[config.mk]
export PLATFORM = sky130hd
export DESIGN_NAME = pla_controller
export DESIGN_NICKNAME = d
export VERILOG_FILES = /design/src/pla_pkg.sv /design/src/pla_controller.sv
export VERILOG_INCLUDE_DIRS = /design/src /design/src/src
export SDC_FILE = /design/constraint.sdc
export NUM_CORES = 1
export LEC_CHECK = 0
export ABC_CLOCK_PERIOD_IN_PS = 3100
export BUFFER_PORTS_ARGS = -buffer_cell sky130_fd_sc_hd__buf_2
export CAP_MARGIN = 20
export CORE_AREA = 8 8 45 47
export CTS_CLUSTER_SIZE = 14
export DETAILED_ROUTE_END_ITERATION = 10
export DIE_AREA = 0 0 53 55
export PLACE_DENSITY = 0.67
export SLEW_MARGIN = 20
export SYNTH_ARGS = -nofsm -noshare
export SYNTH_HDL_FRONTEND = slang
export SYNTH_SLANG_ARGS = --single-unit
[constraint.sdc]
create_clock -name clk -period 3.1 [get_ports clk]
set_clock_uncertainty 0.15 [all_clocks]
set_input_delay 0.62 -clock clk [delete_from_list [all_inputs] [get_ports clk]]
set_output_delay 0.62 -clock clk [all_outputs]
set_load 0.01 [all_outputs]
[src/polyline_length_accumulator_macros.svh]
// assertion helpers for the polyline length accumulator
// both expect clk and rst_n in the calling scope
`ifndef POLYLINE_LENGTH_ACCUMULATOR_MACROS_SVH
`define POLYLINE_LENGTH_ACCUMULATOR_MACROS_SVH

// same-cycle implication
`define PLA_ASSERT_IMPL(label, ante, cons) \
    label: assert property (@(posedge clk) disable iff (!rst_n) (ante) |-> (cons)) \
        else $error("same-cycle check failed");

// next-cycle implication
`define PLA_ASSERT_NEXT(label, ante, cons) \
    label: assert property (@(posedge clk) disable iff (!rst_n) (ante) |=> (cons)) \
        else $error("next-cycle check failed");

`endif

[src/pla_pkg.sv]
package pla_pkg;

    localparam int COORD_WIDTH_DEFAULT = 24;

    localparam int CNT_W       = 10;
    localparam int LEN_W       = 36;
    localparam int FORCE_W     = 24;
    localparam int WORK_W      = 60;
    localparam int LEN_SPLIT   = 18;
    localparam int RAD_MAX_W   = 64;
    localparam int CFG_DATA_W  = 24;
    localparam int CFG_INDEX_W = 2;

    localparam logic [CNT_W-1:0] MAX_POINTS_RESET = CNT_W'(20);
    localparam logic [FORCE_W-1:0] FORCE_RESET    = '0;

    // register map
    localparam logic [CFG_INDEX_W-1:0] REG_MAX_POINTS = CFG_INDEX_W'(0);
    localparam logic [CFG_INDEX_W-1:0] REG_FORCE      = CFG_INDEX_W'(1);

    // controller to datapath
    typedef struct packed {
        logic load;
        logic sq_x;
        logic sq_y;
        logic root_step;
        logic accum;
        logic mul_lo;
        logic out_load;
    } cmd_t;

    // datapath to controller
    typedef struct packed {
        logic fit;
        logic need_dist;
    } status_t;

endpackage

[src/pla_controller.sv]
`include "polyline_length_accumulator_macros.svh"

module pla_controller #(
    parameter int COORD_WIDTH = pla_pkg::COORD_WIDTH_DEFAULT
) (
    input  logic              clk,
    input  logic              rst_n,
    input  logic              in_valid,
    output logic              in_ready,
    output logic              out_valid,
    input  logic              out_ready,
    input  pla_pkg::status_t  status,
    output pla_pkg::cmd_t     cmd
);

    localparam int SUMF_W     = 2 * COORD_WIDTH + 2;
    localparam int SQ_W       = (SUMF_W > pla_pkg::RAD_MAX_W) ? pla_pkg::RAD_MAX_W : SUMF_W;
    localparam int ROOT_ITERS = SQ_W / 2;
    localparam int IT_W       = $clog2(ROOT_ITERS);

    typedef enum logic [2:0] {
        IDLE,
        SQ_X,
        SQ_Y,
        ROOT,
        ACCUM,
        MUL_LO,
        MUL_HI
    } state_t;

    state_t          state_reg;
    logic [IT_W-1:0] iter_reg;
    logic            out_valid_reg;
    logic            out_free;

    assign in_ready  = (state_reg == IDLE);
    assign out_valid = out_valid_reg;
    assign out_free  = !out_valid_reg || out_ready;

    always_comb
    begin
        cmd           = '0;
        cmd.load      = (state_reg == IDLE) && in_valid;
        cmd.sq_x      = (state_reg == SQ_X);
        cmd.sq_y      = (state_reg == SQ_Y);
        cmd.root_step = (state_reg == ROOT);
        cmd.accum     = (state_reg == ACCUM);
        cmd.mul_lo    = (state_reg == MUL_LO);
        cmd.out_load  = (state_reg == MUL_HI) && out_free;
    end

    always_ff @(posedge clk or negedge rst_n)
    begin
        if (!rst_n)
        begin
            state_reg     <= IDLE;
            iter_reg      <= '0;
            out_valid_reg <= 1'b0;
        end
        else
        begin
            if (cmd.out_load)
            begin
                out_valid_reg <= 1'b1;
            end
            else if (out_ready)
            begin
                out_valid_reg <= 1'b0;
            end
            case (state_reg)
                IDLE:
                begin
                    if (in_valid)
                    begin
                        state_reg <= status.need_dist ? SQ_X : MUL_LO;
                    end
                end
                SQ_X:   state_reg <= SQ_Y;
                SQ_Y:
                begin
                    iter_reg  <= IT_W'(ROOT_ITERS - 1);
                    state_reg <= ROOT;
                end
                ROOT:
                begin
                    if (iter_reg == '0)
                    begin
                        state_reg <= ACCUM;
                    end
                    else
                    begin
                        iter_reg <= iter_reg - IT_W'(1);
                    end
                end
                ACCUM:  state_reg <= MUL_LO;
                MUL_LO: state_reg <= MUL_HI;
                MUL_HI:
                begin
                    if (out_free)
                    begin
                        state_reg <= IDLE;
                    end
                end
                default: state_reg <= IDLE;
            endcase
        end
    end

    `PLA_ASSERT_IMPL(a_no_overwrite, cmd.out_load, !out_valid_reg || out_ready)
    `PLA_ASSERT_NEXT(a_dist_path, in_valid && in_ready && status.need_dist, state_reg == SQ_X)
    `PLA_ASSERT_NEXT(a_short_path, in_valid && in_ready && !status.need_dist, state_reg == MUL_LO)
    `PLA_ASSERT_IMPL(a_root_done, state_reg == ACCUM, $past(state_reg) == ROOT && $past(iter_reg) == '0)

endmodule

# Word-level counts from Yosys, hierarchy flattened

Index checks and enable logic that the tools add are counted.

Multiplexer cells: 9
Eq/ne operators: 10
$add $sub $neg: 1
Reduce and logical (&&, ||, !) cells: 10

Operators with widths:

| kind                                                                   | number |
|---|---|
| 3-bit case mux with 7 select lines                                     | 1 |
| 3-bit 2-to-1 mux                                                       | 4 |
| 5-bit case mux with 2 select lines                                     | 1 |
| 3-bit equality test (second input constant)                            | 3 |
| 3-bit by 2-bit equality test with 1-bit output (second input constant) | 2 |
| 2-bit != test (second input constant)                                  | 3 |
| 5-bit logical NOT                                                      | 1 |
| 5-bit 2-to-1 mux                                                       | 1 |
| 5-bit by 1-bit subtractor with 5-bit output (second input constant)    | 1 |
| 2-bit nonzero test                                                     | 2 |
| 3-bit by 1-bit equality test with 1-bit output (second input constant) | 1 |
| 3-bit logical NOT                                                      | 1 |
| 3-bit AND reduction                                                    | 1 |
| 1-bit logical AND                                                      | 2 |
| 1-bit 2-to-1 mux                                                       | 2 |
| 2-bit by 1-bit != test with 1-bit output (second input constant)       | 1 |
| 2-bit AND reduction                                                    | 1 |
| 1-bit logical NOT                                                      | 1 |
| 1-bit logical OR                                                       | 1 |

Bits in registers: 9
Word-level logic and storage cells: 33
Output and inout bits: 9

# Logic depth before layout (Yosys ltp)

Gate-level depths: netlist of the first run.

Depth in word-level cells: 4
Depth in mapped cells: 5
Depth with buffers taken out: 5

# Worst setup path after synthesis of the first run

OpenSTA, ideal clock, no wires.

Path type: register -> output
Start: register state_reg[0]
End: output port cmd[5] in the netlist's numbering
Path slack: 1245 ps
Required time: 2330 ps
Path buffers: 2
Arrival time: 1085 ps
Stages on the path, launching flop included: 4
Path through: dfrtp_1 -> buf_2 -> clkbuf_1 -> nor3b_1

RTL lines:

| element                | line                 | source |
|---|---|---|
| from (decl)            | pla_controller.sv:31 | `state_t state_reg;` |
| from (signal assigned) | pla_controller.sv:75 | `state_reg <= status.need_dist ? SQ_X : MUL_LO;` |
| to (decl)              | pla_controller.sv:13 | `output pla_pkg::cmd_t cmd` |

==> summary.md, run 1 <==
| Metric | Value |
|---|---|
| Synth Area in Adders | 2.20% |
| Total Wirelength | around 1.1 mm |
| Final hold violation count | 0 |
| Core region area | approximately 1400 um^2 |
| YS warnings | 0 |
| Fillers | 142 |
| Slew Limit Fails | 0 |
| Fin nets | 80 |
| Root buf cell | clkbuf_4 |
| Outcome | finished clean |
| Crit path DAT | around 1.4 ns |
| DP Cell Count | 84 |
| Top-count cell post-synth | dfrtp_1 |
| FMAX | around 460 MHz |
| Yosys reg bits | 9 |
| Synth Area in Compound Gates | between 10% and 20% |
| Critical path endpoint category | output port |
| Largest area contributor in the netlist | dfrtp_1 |
| Port buffer count | 13 |
| Fraction of synthesized area in multiplexers | roughly 1.8% |
| Postcts setup bufs | 0 |
| Worst-path maximum fanout | 20 |
| Initial Utilization | about two fifths |
| GRT Resource Usage Total | under 10% |
| Req. time, crit path | roughly 2.3 ns |
| Clock sink count | 9 |
| Final Non-Filler Cells | roughly 90 |
| Commonest cells in the netlist | dfrtp_1 (9), nor3_1 (5), nand2b_1 (4) |
| Simple-gate share of the synthesized area | 34.1% |
| Leak pwr | between 0.3 and 0.4 nW |
| Setup TNS | 0 ns |
| Rows | 14 |
| Drt drc | 0 |
| Area contributors post-synth | dfrtp_1 (40%), nand2b_1 (4.4%), nor3_1 (4.4%), nor4b_4 (4.2%), buf_2 (2.6%) |
| ANT cells | 0 |
| Crit share post-route | between 70% and 80% |
| CTS resizes | 0 |
| Post-synth ARST share | between 90% and 100% |
| Vias in the first global route | between 400 and 500 |
| Final ANT Viol Nets | 0 |
| FF-to-FF Start | iter_reg[0] |
| Dpl hpwl | between 800 and 900 um |
| Largest register FFs | 5 |
| FF-to-FF setup slack | about 1.5 ns |
| DR iter-0 viols | 5 |
| Routed len/inst | ~13 um |
| Final GP Congestion | approximately 0.76 |
| H-tree lvl count | 1 |
| Mapped Area | around 570 um^2 |
| HP Class | input port to asynchronous set/reset pin |
| TritonRoute pass-1 iters | 3 |
| Worst setup SP type | flop |
| I/O Pins | 15 |
| Count of cell types in the netlist | 32 |
| Critical Path Start | state_reg[0] |
| Final min period | between 2 and 2.5 ns |
| Worst Setup EP | cmd[0] |
| Relative slew slack | between 60% and 70% |
| Post-synth top area share | about two fifths |
| Post-synth net total | 67 |
| Total number of vias | 482 |
| Reg2Reg Depth | 5 |
| Clock latency on the worst-skew pair | 0.26 ns |
| Die width | 53 um |
| Worst r2r dst | state_reg[1] |
| Max clock buf depth | 2 |
| Max-cap viol count | 0 |
| Util after Layout | between 40% and 50% |
| RSZ-0062 raised after global routing | false |
| Post-layout total power | 0.633 mW |
| Hold buffer count at CTS | 0 |
| DR vias/cell | between 5 and 6 |
| Mapped Cells | 60 |
| Area growth syn-to-layout | 15.6% |
| Final setup viols | 0 |
| Seq/Total Area, Yosys | about two fifths |
| Die area | 2920 um^2 |
| PwrDens | approximately 960 nW/um^2 |
| Global route total overflow | 0 |
| Die height | approximately 55 um |
| Largest family of logic cells by synthesized area | simple AND/OR/NAND/NOR gates |
| Mean cell area of the mapped netlist | 9.47 um^2 |
| Post-synth EDFFs | 0 |
| Share of cells above drive strength 1 | a little over a quarter |
| CTS tree | done |
| Setup Crit Path Kind | flop to output port |
| Initial antenna violation count | 0 |
| Post-Synth XOR/XNOR Area | 0% |
| TritonCTS Buffers | 3 |
| Clock Pin Slew Worst Setup and Hold Paths | ~0.07 ns |
| Ys flop type | dfrtp_1 |
| Peak supply drop | 0.542 mV |
| First-pass GRT wire length | around 2 mm |
| Slew @ Worst Pin | approximately 0.52 ns |
| Largest net degree at the start of global routing | 21 |
-- power by group --
part,total (mW),internal (mW),switching (mW)
clock network,0.0913,0.0496,0.0417
registers,0.254,0.165,0.0893
logic,0.288,0.147,0.141
total,0.633,0.361,0.272
-- kinds of logic after synthesis --
family                   count (synthesis)
AND/OR/NAND/NOR                         29
AO/OA/AOI/OAI                           12
flip-flops                               9
buffers and inverters                    8
multiplexers                             1
adder cells (fa/ha/maj)                  1
-- per-layer routing --
metal | up-vias | global-route usage (%) | share of wire [%]
li1 | 242 | - | -
met1 | 230 | 10.2 | 48
met2 | 8 | 14.6 | 48
met3 | 2 | 2.67 | 2.7
met4 | 0 | 5.17 | 1.3
met5 | - | 0 | 0
-- critical path: stages, from the launching register on --
cell and delay (ns):
dfrtp_1 0.57, nand3b_1 0.31, nor2b_1 0.13, buf_2 0.13
-- per-stage QoR --
step,hold WS (ns),instance area (um^2),setup slack [ns]
after floorplan,0.174,568,1.25
after global placement,0.332,631,1.17
after detailed placement,0.332,631,1.16
after CTS,0.0542,657,0.926
after global routing,0.0499,657,0.773
final,0.0428,657,0.930
-- layout by cell type, fill, tap and decap left out --
cell type,synthesis,routed
and2_1,2,2
nor3b_1,2,2
a221o_1,1,1
clkbuf_1,2,1
nor2_1,3,3
nand2b_1,4,4
inv_1,3,3
or4b_4,1,1
a32oi_1,1,1
a21oi_1,1,1
nor2b_1,2,2
nor4_1,1,1
nor3_1,5,5
dfrtp_1,9,9
o22ai_1,1,1
a221oi_1,1,1
buf_2,3,13
a21oi_2,1,1
o21bai_1,1,1
nand3b_1,1,1
a22o_1,1,1
ha_1,1,1
a211o_1,1,1
mux2i_1,1,1
clkbuf_4,0,3
nand3_1,1,1
nor4b_4,1,1
and3_1,2,2
nand2_1,2,2
o31ai_1,2,2
and4_1,1,1
or2b_1,1,1
o21ai_1,1,1
-- cell type report --
type | count | area [um^2] | area share, %
timing repair buffer | 13 | 65.1 | 9.90
tap | 16 | 20.0 | 3.05
clock buffer | 4 | 26.3 | 4.00
sequential | 9 | 225 | 34.3
multi-input combinational | 43 | 309 | 47.0
inverter | 3 | 11.3 | 1.71
-- how the worst min path moves through the flow --
stage | startpoint | end | slack, ns | depth (start not counted)
finish | rst_n | iter_reg[4] | 0.04 | 1
detailed placement | rst_n | iter_reg[4] | 0.33 | 1
global route | rst_n | iter_reg[4] | 0.05 | 1
CTS | rst_n | iter_reg[4] | 0.05 | 1
global placement | rst_n | iter_reg[4] | 0.33 | 1
floorplan | rst_n | iter_reg[0] | 0.17 | 0
(Power assumes the default switching activity.)
==> run 2, diff against run 1 <==
--- a/config.mk
+++ b/config.mk
@@ -6,7 +6,7 @@
 export SDC_FILE = /design/constraint.sdc
 export NUM_CORES = 1
 export LEC_CHECK = 0
-export ABC_CLOCK_PERIOD_IN_PS = 3100
+export ABC_CLOCK_PERIOD_IN_PS = 2000
 export BUFFER_PORTS_ARGS = -buffer_cell sky130_fd_sc_hd__buf_2
 export CAP_MARGIN = 20
 export CORE_AREA = 8 8 45 47
==> constraint.sdc (replaced) <==
create_clock -name clk -period 2 [get_ports clk]
set_clock_uncertainty 0.15 [all_clocks]
set_input_delay 0.4 -clock clk [delete_from_list [all_inputs] [get_ports clk]]
set_output_delay 0.4 -clock clk [all_outputs]
set_load 0.01 [all_outputs]
==> run 2 against run 1 <==
  * Sequential power up 50%
  * Critical path type unchanged
  * Clock power up 53%
  * Routed wire length up 11%
  * Sequential share of layout area down 1.3 points
==> summary.md, run 2 (synthesized netlist as in run 1, its figures left out) <==
| Metric | Value |
|---|---|
| Outcome | finished clean |
| Worst r2r dst | state_reg[0] |
| Global route total overflow | 0 (unchanged) |
| FMAX | roughly 530 MHz |
| Final GP Congestion | 0.794 (+4.8%) |
| Final ANT Viol Nets | 0 (unchanged) |
| Total number of vias | 491 (+1.9%) |
| Final hold violation count | 0 (unchanged) |
| Worst-path maximum fanout | 11 (-45%) |
| CTS tree | done |
| Clock sink count | 9 (unchanged) |
| Post-layout total power | 1.02 mW (+60%) |
| Peak supply drop | 0.766 mV (+41%) |
| Total Wirelength | 1.23 mm (+11%) |
| PwrDens | 1490 nW/um^2 (+55%) |
| Routed len/inst | 13.5 um (+7.3%) |
| TritonCTS Buffers | 3 (unchanged) |
| Port buffer count | 13 (unchanged) |
| FF-to-FF Start | iter_reg[0] |
| Final Non-Filler Cells | 91 (+3.4%) |
| Crit share post-route | a little over nine tenths |
| Dpl hpwl | 910 um (+9.9%) |
| Crit path DAT | 1.35 ns (-0.05 ns) |
| Worst Setup EP | cmd[4] |
| Die area | 2920 um^2 (unchanged) |
| Setup Crit Path Kind | flop to output port |
| Max clock buf depth | 2 (unchanged) |
| Die height | 55 um (unchanged) |
| DR iter-0 viols | 10 (+5) |
| Drt drc | 0 (unchanged) |
| Initial Utilization | 41.0% (unchanged) |
| I/O Pins | 15 (unchanged) |
| Core region area | 1380 um^2 (unchanged) |
| Vias in the first global route | 517 (+7.5%) |
| Initial antenna violation count | 0 (unchanged) |
| Most frequent cells in the layout | buf_2 (13), dfrtp_1 (9), nor3_1 (5) |
| Multi-input logic area | 309 um^2 (unchanged) |
| TritonRoute pass-1 iters | 4 (+1) |
| Critical path endpoint category | output port |
| Setup TNS | 0 ns (unchanged) |
| Slew Limit Fails | 0 (unchanged) |
| GRT Resource Usage Total | 10.4% (+1.5 points) |
| RSZ-0062 raised after global routing | false |
| Final min period | between 1.5 and 2 ns |
| Req. time, crit path | 1.45 ns (-0.88 ns) |
| Slew @ Worst Pin | 0.365 ns (-0.159 ns) |
| Largest net degree at the start of global routing | 14 (-33%) |
| Register Area | 225 um^2 (unchanged) |
| Fillers | 132 (-7.0%) |
| Reg2Reg Depth | 5 (unchanged) |
| Most common cell after layout, fill and taps aside | buf_2 |
| Clock Pin Slew Worst Setup and Hold Paths | 0.06 ns (about the same) |
| Post-place setup slack | 0.365 ns (-0.796 ns) |
| Largest register FFs | 5 (unchanged) |
| First-pass GRT wire length | 2.21 mm (+12%) |
| DR vias/cell | 5.40 (-1.5%) |
| Share of cells above drive strength 1 | 28.0% (+1.6 points) |
| Critical Path Start | state_reg[2] |
| ANT cells | 0 (unchanged) |
| Max-cap viol count | 0 (unchanged) |
| Area growth syn-to-layout | 20.0% |
| Setup ws final | 0.0996 ns (-0.830 ns) |
| Worst setup SP type | flop |
| Fin nets | 83 (+3.8%) |
| Die width | 53 um (unchanged) |
| Clock latency on the worst-skew pair | 0.26 ns (about the same) |
| Relative slew slack | 75.4% (+10 points) |
| FF-to-FF setup slack | 0.36 ns (-1.09 ns) |
| Root buf cell | clkbuf_4 |
| H-tree lvl count | 1 (unchanged) |
| Leak pwr | 0.331 nW (+4.2%) |
| Final setup viols | 0 (unchanged) |
| DP Cell Count | 86 (+2.4%) |
| Rows | 14 (unchanged) |
| HP Class | input port to flop |
[run 2: layout make-up]
cell class	count	share of cell area (%)
clock buffers	4	3.85
inverters	3	1.65
multi-input cells	43	45.3
flip-flops and latches	9	33.0
well taps	16	2.94
repair buffers	16	13.2
[run 2: per-stage QoR]
stage          util (%)  hold slack (ns)  cell area, um^2
3_3_place_gp       46.7            0.111              646
2_1_floorplan         -          -0.0456              568
4_1_cts            49.3            0.289              682
5_1_grt            49.3            0.320              682
3_5_place_dp       46.7            0.112              646
6_report           49.3            0.292              682
[run 2: what timing repair did]
| action | 4_1_cts | 5_1_grt |
|---|---|---|
| hold buffers | 1 | 0 |
| resized for setup | 0 | 0 |
| setup buffers | 0 | 0 |
| endpoints found under the hold margin | 9 | 0 |
[run 2: worst min-delay path by stage]
stage               startpoint            to  cells past startpoint
floorplan                rst_n   iter_reg[0]                      0
global placement         rst_n   iter_reg[4]                      1
detailed placement       rst_n   iter_reg[2]                      1
CTS                   in_valid  state_reg[2]                      3
global route          in_valid  state_reg[2]                      3
finish                in_valid  state_reg[2]                      3
[run 2: routing by layer]
layer / vias to the layer above / GRT usage [%] / wire [um]
li1: 250 / - / -
met1: 223 / 11.1 / 535
met2: 14 / 16.0 / 603
met3: 4 / 2.67 / 53
met4: 0 / 11.2 / 35
met5: - / 0 / 0
[run 2: critical path, cell delays in order (launching register included)]
cell	delay (ns)
dfrtp_1	0.49
nand2b_1	0.32
nor2_1	0.13
buf_2	0.14
[run 2: power by group]
| part | internal, mW | switching (mW) | leakage (nW) |
|---|---|---|---|
| clock | 0.0769 | 0.0636 | 0.0150 |
| combinational | 0.254 | 0.241 | 0.209 |
| sequential | 0.256 | 0.125 | 0.106 |
==> run 3, diff against run 2 <==
--- a/config.mk
+++ b/config.mk
@@ -9,11 +9,15 @@
 export ABC_CLOCK_PERIOD_IN_PS = 2000
 export BUFFER_PORTS_ARGS = -buffer_cell sky130_fd_sc_hd__buf_2
 export CAP_MARGIN = 20
-export CORE_AREA = 8 8 45 47
+export CELL_PAD_IN_SITES_DETAIL_PLACEMENT = 2
+export CELL_PAD_IN_SITES_GLOBAL_PLACEMENT = 2
+export CORE_ASPECT_RATIO = 0.7
+export CORE_MARGIN = 8
+export CORE_UTILIZATION = 29
 export CTS_CLUSTER_SIZE = 14
 export DETAILED_ROUTE_END_ITERATION = 10
-export DIE_AREA = 0 0 53 55
-export PLACE_DENSITY = 0.67
+export PLACE_DENSITY_LB_ADDON = 0.1
+export SETUP_SLACK_MARGIN = 0.5
 export SLEW_MARGIN = 20
 export SYNTH_ARGS = -nofsm -noshare
 export SYNTH_HDL_FRONTEND = slang
==> run 3 against run 2 <==
  * Sequential power about the same
  * Sequential cell count unchanged
  * Power up 47%
  * Combinational power up 94%
  * Non-clock buffer count up 21
  * Critical endpoint is now cmd[0]
  * Highest routed layer unchanged
  * Fmax up 6.0%
  * Via count up 23%
  * Sequential share of layout area down 8.3 points
  * First-iteration DRC count up 10%
==> summary.md, run 3 (synthesized netlist as in run 1, its figures left out) <==
| Metric | Value |
|---|---|
| Critical path endpoint category | output port |
| Setup Crit Path Kind | flop to output port |
| Final setup viols | 0 (unchanged) |
| Post-place setup slack | 0.306 ns (-0.0590 ns) |
| First-pass GRT wire length | 3.61 mm (+63%) |
| Peak supply drop | 0.884 mV (+15%) |
| Die width | 68.9 um (+30%) |
| Final min period | 1.79 ns (-0.108 ns) |
| Most common cell after layout, fill and taps aside | buf_4 |
| Setup TNS | 0 ns (unchanged) |
| Leak pwr | 0.441 nW (+33%) |
| Largest register FFs | 5 (unchanged) |
| Final GP Congestion | 0.731 (-7.9%) |
| HP Class | input port to flop |
| Fin nets | 104 (+25%) |
| Global route total overflow | 0 (unchanged) |
| Total Wirelength | 2.40 mm (+95%) |
| Drt drc | 0 (unchanged) |
| Clock sink count | 9 (unchanged) |
| Initial antenna violation count | 0 (unchanged) |
| Die height | 53.0 um (-3.6%) |
| DR vias/cell | 5.10 (-5.4%) |
| Final ANT Viol Nets | 0 (unchanged) |
| FMAX | 558 MHz (+6.0%) |
| Vias in the first global route | 681 (+32%) |
| Reg2Reg Depth | 6 (+1) |
| Post-layout total power | 1.50 mW (+47%) |
| Outcome | finished clean |
| Worst hold path depth | 3 (unchanged) |
| Total number of vias | 602 (+23%) |
| PwrDens | 1620 nW/um^2 (+8.5%) |
| Final hold violation count | 0 (unchanged) |
| Initial Utilization | 30.6% (-10 points) |
| Critical-path top delay cell | dfrtp_2 |
| Worst-path maximum fanout | 8 (-3) |
| Slew Limit Fails | 0 (unchanged) |
| TritonRoute pass-1 iters | 3 (-1) |
| CP peak stage delay | 0.46 ns (-0.03 ns) |
| Req. time, crit path | 1.45 ns (about the same) |
| Worst setup SP type | flop |
| CTS tree | done |
| Max clock buf depth | 2 (unchanged) |
| CP Cell Sequence | nand3b_1 > nor2b_1 > buf_2 |
| Crit path DAT | 1.24 ns (-0.11 ns) |
| Fillers | 208 (+58%) |
| Area growth syn-to-layout | 62.8% |
| I/O Pins | 15 (unchanged) |
| Crit share post-route | 89.6% (-5.4 points) |
| Layout Cell Area excl Fill | 925 um^2 (+36%) |
| Core region area | 1850 um^2 (+34%) |
| RSZ-0062 raised after global routing | true |
| DR iter-0 viols | 11 (+1) |
| Clock Pin Slew Worst Setup and Hold Paths | 0.07 ns (about the same) |
| Slew @ Worst Pin | 0.463 ns (+0.0976 ns) |
| ANT cells | 0 (unchanged) |
| Clock latency on the worst-skew pair | 0.28 ns (+0.02 ns) |
| Rows | 13 (-1) |
| Port buffer count | 13 (unchanged) |
| Setup ws final | 0.208 ns (+0.108 ns) |
| Share of cells above drive strength 1 | 60.4% (+32 points) |
| Relative slew slack | 68.9% (-6.6 points) |
| Largest net degree at the start of global routing | 12 (-2) |
| Most frequent cells in the layout | buf_4 (21), buf_2 (13), dfrtp_1 (6) |
| TritonCTS Buffers | 3 (unchanged) |
| Root buf cell | clkbuf_4 |
| GRT Resource Usage Total | 13.9% (+3.5 points) |
| Max-cap viol count | 0 (unchanged) |
| Die area | 3650 um^2 (+25%) |
| H-tree lvl count | 1 (unchanged) |
| Routed len/inst | 20.3 um (+51%) |
| DP Area | 671 um^2 (+3.9%) |
| Dpl hpwl | 1.23 mm (+35%) |
-- run 3: per-layer routing --
| layer | up-vias | GRT usage (%) | part of all wire, % |
|---|---|---|---|
| met2 | 13 | 21.7 | 47 |
| li1 | 289 | - | - |
| met3 | 6 | 5.68 | 4.9 |
| met4 | 0 | 6.98 | 2.7 |
| met5 | - | 0 | 0 |
| met1 | 294 | 16.0 | 46 |
-- run 3: final timing paths --
| check | from | end | slack, ns |
|---|---|---|---|
| worst max-delay path | state_reg[0] | cmd[0] | 0.21 |
| worst min-delay path | in_valid | state_reg[2] | 0.28 |
| worst max register to register | iter_reg[0] | iter_reg[1] | 0.36 |
| worst min register to register | out_valid | out_valid | 0.43 |
| max in group asynchronous | rst_n | state_reg[1] | 1.11 |
| min in group asynchronous | rst_n | iter_reg[3] | 0.36 |
-- run 3: power breakdown --
| part | switching, mW | internal [mW] |
|---|---|---|
| clock | 0.0780 | 0.0777 |
| sequential | 0.118 | 0.261 |
| combinational | 0.437 | 0.523 |
-- run 3: final cells by class --
type / instances / area (um^2) / area share [%]
Tap cell: 22 / 27.5 / 2.98
Sequential cell: 9 / 229 / 24.8
Multi-Input combinational cell: 43 / 375 / 40.6
Timing Repair Buffer: 37 / 255 / 27.6
Clock buffer: 4 / 26.3 / 2.84
Inverter: 3 / 11.3 / 1.22
-- run 3: per-stage QoR --
stage                     std cells  hold WS [ns]  util [%]
after detailed placement         92         0.122      36.2
after CTS                       109         0.285      44.7
final                           118         0.281      49.9
after global routing            118         0.312      49.9
after floorplan                  60       -0.0456         -
after global placement           92         0.122      36.2
-- run 3: worst max-delay path: cells and delay by family, from the launching register on --
kind / cells / cell delay, ns
simple gates: 2 / 0.36
buf+inv: 1 / 0.14
flops: 1 / 0.46
-- run 3: timing repair --
item	4_1_cts	5_1_grt
setup endpoints to repair	16	15
buffers inserted	12	9
pin swaps	2	4
gates resized for setup	10	8
endpoints found under the hold margin	9	0
hold buffers	1	0
